### config.mk
export PLATFORM = sky130hd
export DESIGN_NAME = tpm_ctrl
export DESIGN_NICKNAME = d
export VERILOG_FILES = /design/src/rtl/tpm_pkg.sv /design/src/rtl/tpm_ctrl.sv
export SDC_FILE = /design/constraint.sdc
export NUM_CORES = 1
export LEC_CHECK = 0
export BUFFER_PORTS_ARGS = -buffer_cell sky130_fd_sc_hd__buf_2
export CAP_MARGIN = 0
export CORE_AREA = 2 2 39 41
export CTS_CLUSTER_SIZE = 12
export DETAILED_ROUTE_END_ITERATION = 12
export DIE_AREA = 0 0 41 43
export GPL_ROUTABILITY_DRIVEN = 0
export REMOVE_ABC_BUFFERS = 1
export SETUP_SLACK_MARGIN = 0.02
export SKIP_LAST_GASP = 1
export SLEW_MARGIN = 20
export SYNTH_ARGS = -nofsm -noshare
export SYNTH_HDL_FRONTEND = slang
export SYNTH_SLANG_ARGS = --single-unit
### constraint.sdc
create_clock -name clk -period 2.1 [get_ports clk]
set_input_delay 0.105 -clock clk [delete_from_list [all_inputs] [get_ports clk]]
set_output_delay 0.105 -clock clk [all_outputs]
set_load 0.05 [all_outputs]
### src/rtl/tpm_pkg.sv
// Shared types, codes and constants of the timer pool manager.
package tpm_pkg;

  localparam int NUM_SLOTS_DEF = 64;
  localparam int TICK_W = 62;
  localparam int EXP_W = 63;

  localparam logic [EXP_W-1:0] UNUSED_MARK = 63'h7FFF_FFFF_FFFF_FFFF;
  localparam logic [EXP_W-1:0] INACTIVE_MARK = 63'h4000_0000_0000_0000;

  localparam logic [2:0] ACT_ALLOC = 3'd0;
  localparam logic [2:0] ACT_FREE = 3'd1;
  localparam logic [2:0] ACT_SET_ABS = 3'd2;
  localparam logic [2:0] ACT_SET_REL = 3'd3;
  localparam logic [2:0] ACT_CANCEL = 3'd4;
  localparam logic [2:0] ACT_TICK = 3'd5;
  localparam logic [2:0] ACT_FRESH = 3'd6;
  localparam logic [2:0] ACT_NONE = 3'd7;

  localparam logic [2:0] ST_OK = 3'd0;
  localparam logic [2:0] ST_TOO_EARLY = 3'd1;
  localparam logic [2:0] ST_TOO_LATE = 3'd2;
  localparam logic [2:0] ST_NO_EVENT = 3'd3;
  localparam logic [2:0] ST_POOL_FULL = 3'd4;
  localparam logic [2:0] ST_INVALID = 3'd5;
  localparam logic [2:0] ST_EXPIRED = 3'd6;

  localparam logic [1:0] REG_MIN_REL = 2'd0;
  localparam logic [1:0] REG_MAX_REL = 2'd1;
  localparam logic [1:0] REG_IN_USE = 2'd2;

  typedef enum logic [2:0] {
    S_IDLE,
    S_READ,
    S_EXEC,
    S_SCAN_RD,
    S_SCAN_EV,
    S_SCAN_END
  } state_t;

  typedef struct packed {
    logic accept;
    logic rd;
    logic exec;
    logic scan_step;
    logic scan_fin;
  } cmd_t;

  typedef struct packed {
    logic in_valid;
    logic in_tick;
    logic out_free;
    logic scan_more;
    logic due;
    logic pend_vld;
  } sts_t;

  typedef struct packed {
    logic [2:0] status;
    logic [5:0] slot_index;
    logic old_event_present;
    logic [31:0] returned_event;
    logic [15:0] out_queue;
    logic [31:0] out_tag;
    logic [TICK_W-1:0] expiration;
    logic is_fresh;
    logic last;
  } res_t;

endpackage

### src/rtl/tpm_ctrl.sv
// Sequencing state machine of the timer pool manager.
module tpm_ctrl import tpm_pkg::*; (
  input  logic clk,
  input  logic rst,
  input  sts_t sts,
  output cmd_t cmd,
  output logic in_stall
);

  state_t state, state_next;

  always_ff @(posedge clk) begin
    if (rst) begin
      state <= S_IDLE;
    end else begin
      state <= state_next;
    end
  end

  always_comb begin
    state_next = state;
    unique case (state)
      S_IDLE: begin
        if (sts.in_valid) begin
          state_next = sts.in_tick ? S_SCAN_RD : S_READ;
        end
      end
      S_READ: state_next = S_EXEC;
      S_EXEC: begin
        if (sts.out_free) state_next = S_IDLE;
      end
      S_SCAN_RD: state_next = sts.scan_more ? S_SCAN_EV : S_SCAN_END;
      S_SCAN_EV: begin
        if (!(sts.due && sts.pend_vld && !sts.out_free)) state_next = S_SCAN_RD;
      end
      S_SCAN_END: begin
        if (sts.out_free) state_next = S_IDLE;
      end
      default: state_next = S_IDLE;
    endcase
  end

  always_comb begin
    cmd = '0;
    in_stall = 1'b1;
    unique case (state)
      S_IDLE: begin
        in_stall = 1'b0;
        cmd.accept = sts.in_valid;
      end
      S_READ: cmd.rd = 1'b1;
      S_EXEC: cmd.exec = sts.out_free;
      S_SCAN_RD: ;
      S_SCAN_EV: cmd.scan_step = !(sts.due && sts.pend_vld && !sts.out_free);
      S_SCAN_END: cmd.scan_fin = sts.out_free;
      default: ;
    endcase
  end

endmodule

Yosys cells after proc, flatten, opt, wreduce, memory -nomap -nowiden
Cells that the tools add are included.
{ "word_totals": {"latch_bits": 0, "mem_count": 0, "rom_bits": 0, "out_inout_bits": 6, "ramBits": 0, "register_bits": 3} }
{ "classes": {"multipliers": 0, "n_reduce_logical": 7, "n_eq_ne": 8, "muxes": 12, "n_div": 0, "n_shift": 0, "addsub": 0, "n_bitwise": 0, "order_cmp": 0} }
{ "op_table": {"columns": ["cell", "count"], "rows": [
  ["case mux 3 bit (5 select lines)", 1],
  ["two-way mux 3 bit", 3],
  ["two-way mux 1 bit", 7],
  ["== test 3 x 2 -> 1 bit, second input constant", 2],
  ["== test 3 bit, second input constant", 2],
  ["!= test 2 bit, second input constant", 2],
  ["== test 3 x 1 -> 1 bit, second input constant", 1],
  ["logical NOT 3 bit", 1],
  ["AND reduction 3 bit", 1],
  ["logical AND 1 bit", 2],
  ["logical NOT 1 bit", 2],
  ["two-way mux 2 bit", 1],
  ["!= test 2 x 1 -> 1 bit, second input constant", 1],
  ["OR reduction 2 bit", 1]
]} }

Depth between registers and ports, before layout
{ "logic_depth": {"depth_word": 4, "depth_mapped": 5, "mapped_depth_nobuf": 4} }

Least setup slack after synthesis
OpenSTA, ideal clock, no wires.
{ "synth_path": {"path_kind": "register -> output", "startpoint": "register state[2]", "endpoint": "output cmd[4] (netlist name)", "t_required_ns": 1.995, "stages_incl_launch_ff": 4, "slack_ns": 0.191, "arrival_ns": 1.804, "path_cell_list": "dfxtp_1 buf_2 or3_1 nor2_1"} }
{ "synth_lines": {"columns": ["element", "line_no", "source"], "rows": [
  ["from (decl)", "tpm_ctrl.sv:10", "state_t state, state_next;"],
  ["from (signal assigned)", "tpm_ctrl.sv:16", "state <= state_next;"],
  ["to (decl)", "tpm_ctrl.sv:6", "output cmd_t cmd,"]
]} }

Final worst setup path
{ "layout_path": {"startpoint": "register state[2]", "endpoint": "register state[2]"} }
{ "layout_via": {"elab_chain_cells": 4, "word_cells_on_any_way": 12, "cone_classes": "eq/ne: 8; mux: 1; reduce/logical: 3"} }
{ "layout_lines": {"columns": ["element", "line_no", "source"], "rows": [
  ["== test 3 bit or == test 3 x 2 -> 1 bit (tied branches)", "tpm_ctrl.sv:22", "unique case (state)"],
  ["OR reduction 2 bit (no source line)", null, null],
  ["!= test 2 x 1 -> 1 bit (no source line)", null, null],
  ["AND reduction 3 bit (no source line)", null, null]
]} }
Several ways; a longest one is shown, not always the timed one.
A chain may end at the register's enable or synchronous reset.

==> summary.txt <==
Routing
  • DRC: 0
  • Vias per inst: 4.52
  • Via count: a little under 300
  • Routed len/inst: roughly 9.6 um
  • Final ANT Viol Nets: 0
  • Final Routed Wirelength: roughly 630 um
  • TritonRoute pass-1 iters: 1
  • Initial DRC count: 0

CTS
  • H-tree depth: 1
  • Clock buffer depth: 2
  • Post-cts gate resize count: 0
  • Clk sink count: 3
  • Skew-Pair Late Insertion Delay: approximately 0.23 ns
  • Clock-pin slew on the worst setup and hold paths: roughly 0.040 ns
  • Post-cts hold buffer count: 0
  • TritonCTS clock tree: built
  • Post-CTS Setup Repair Bufs: 0
  • CTS buffer count: 3
  • Root Driver: clkbuf_4

Setup path
  • Crit path buf inv count: 0
  • Worst Path Max Fanout: 11
  • Critical path depth in cells: 4
  • Crit Reg-Reg Startpoint: state[2]
  • WP data required: approximately 2.2 ns
  • Reg2Reg Depth: 4
  • Setup CP Type: flip-flop to flip-flop
  • Crit. End Element: flip-flop
  • Crit start category: flip-flop
  • CP Launch Point: state[2]
  • Worst path slowest cell: dfxtp_1
  • Critical path arrival: around 1.8 ns
  • Crit path cell chain: or3b_4 -> o32a_4 -> a211o_1 -> o41ai_1
  • Slowest stage delay, CP: about 0.49 ns
  • Cell family with most CP delay: compound AO/OA/AOI/OAI gates

Layout
  • Layout cells sized above 1: 0.360
  • Non-filler instance count after layout: 66
  • Number of diodes: 0
  • Area grow syn2layout: 35.7%
  • Commonest cells after routing, fill and taps aside: 13 x buf_2, 4 x inv_1, 4 x nor3_1, 4 x nand2_1
  • Area occupied by multi-input gates: roughly 180 um^2
  • Most flop-heavy register: state
  • Largest register FFs: 3
  • Top Registers: state: 3 flops
  • Fillcell total: 162
  • Nets: a little under 60
  • FF+latch area: between 60 and 70 um^2
  • Commonest non-fill, non-tap cell in the layout: buf_2

Logic synthesis
  • Flops & latches, synth: 3
  • Post-synthesis cell area: 267 um^2
  • Syn avg cell area: around 7.6 um^2
  • Largest area contributor in the synthesized netlist: dfxtp_1
  • Ys Warns: 0
  • Area share of the largest cell type after synthesis: 0.225
  • Top cells by area, synth: dfxtp_1 23%, o32a_4 8.5%, nor3_1 7.5%
  • Cells after Synth: 35
  • Unique masters post-synth: 20
  • Seq/Total Area, Yosys: 0.225

Floorplan
  • Std-Cell Core Area: roughly 0.0014 mm^2
  • Die area: around 0.0018 mm^2
  • Horiz. Die Dim: about 41 um
  • Die Height: between 40 and 50 um
  • Initial Utilization: 0.193
  • IO Pins: 14
  • # rows: 14

Timing
  • Slew at the pin closest to its max-slew limit: about 0.36 ns
  • Final hold viol count: 0
  • Final period demand of the worst path: roughly 1.7 ns
  • Final Skew: 0.00271 ns
  • Slew Viols, Final: 0
  • Fmax: 596 MHz
  • Fin crit share: 0.799
  • Setup tns final: 0 ns
  • Slew HR: 0.755
  • RSZ-0062 raised after global routing: false
  • Setup violators final: 0

Power
  • Pleak: 0.000163 uW
  • Peak supply drop: approximately 0.4 mV
  • Pwr dens: 1560 mW/mm^2

Global routing
  • Remaining global-route overflow: 0
  • Pin count of the biggest net entering global routing: 12
  • Tot GR Track Use: 0.0883
  • First-pass GRT wire length: 1010 um
  • Vias in the first global route: roughly 250
  • Initial antenna violation count: 0

Placed design
  • Placed insts: 62
  • Buffers added on ports: 13
  • Final HPWL from detailed placement: about 500 um

Min path
  • Hold path startpoint: rst
  • Hold crit path type: primary input to flip-flop
  • Hold Crit Depth: 2

Run
  • Max-cap violations: 0

Outcome
  • Status: finished clean
## worst paths after layout
| check | endpoint | slack, ns |
|---|---|---|
| worst max-delay path | state[2] | 0.42 |
| worst min-delay path | state[0] | 0.11 |
| worst min register to register | state[0] | 0.63 |
| worst max register to register | state[2] | 0.42 |
## stage by stage
| stage | hold slack (ns) | util | setup slack (ns) | instance area (um^2) | total power, uW |
|---|---|---|---|---|---|
| after floorplan | 0.177 | - | 0.254 | 250 | 391 |
| after global placement | 0.342 | 0.242 | 0.457 | 335 | 466 |
| after detailed placement | 0.341 | 0.242 | 0.425 | 335 | 468 |
| after CTS | 0.0918 | 0.261 | 0.425 | 362 | 573 |
| after global routing | 0.0975 | 0.261 | 0.303 | 362 | 613 |
| final | 0.106 | 0.261 | 0.423 | 362 | 564 |
## power breakdown
| part | switching [uW] | leakage [uW] | total (uW) | internal [uW] |
|---|---|---|---|---|
| sequential | 46.2 | 0.0000247 | 125 | 79.1 |
| combinational | 237 | 0.000123 | 340 | 103 |
| clock | 27.7 | 0.0000150 | 98.7 | 71.0 |
| total | 311 | 0.000163 | 564 | 253 |
## worst reg2reg max path, delay by kind of cell, from the launching register on
kind	cells	cell delay, ns
AO/OA/AOI/OAI	3	0.65
flip-flops	1	0.49
AND/OR/NAND/NOR	1	0.43
## per-layer routing
metal | share of wire | vias up | GRT usage
li1 | - | 161 | -
met1 | 0.48 | 129 | 0.106
met2 | 0.44 | 8 | 0.113
met3 | 0.086 | 0 | 0.0681
met4 | 0 | 0 | 0.0400
met5 | 0 | - | 0
## kinds of logic (layout without fill, tap and decap cells)
logic type	Yosys count	in the layout	synth area share
AOI/OAI and AO/OA	9	9	0.315
and+or+nand+nor	17	17	0.343
buffers and inverters	6	21	0.117
DFF	3	3	0.225
## Yosys cell counts
cell type,n
a2111oi_0,1
dfxtp_1,3
a211o_1,2
nand3_1,1
or3b_4,1
or3_1,1
a21o_1,1
a311oi_1,1
nor2_1,3
nor4_1,1
or3b_1,1
inv_1,4
nor3_1,4
o41ai_1,1
nand2_1,4
buf_6,1
o32a_4,1
nand3b_1,1
a21oi_1,2
buf_2,1
## cell type report
| type | count | area share |
|---|---|---|
| inverters | 4 | 0.0415 |
| clock buffers | 4 | 0.0727 |
| flip-flops and latches | 3 | 0.166 |
| well taps | 16 | 0.0554 |
| repair buffers | 13 | 0.180 |
| multi-input cells | 26 | 0.484 |
(Power assumes the default switching activity.)
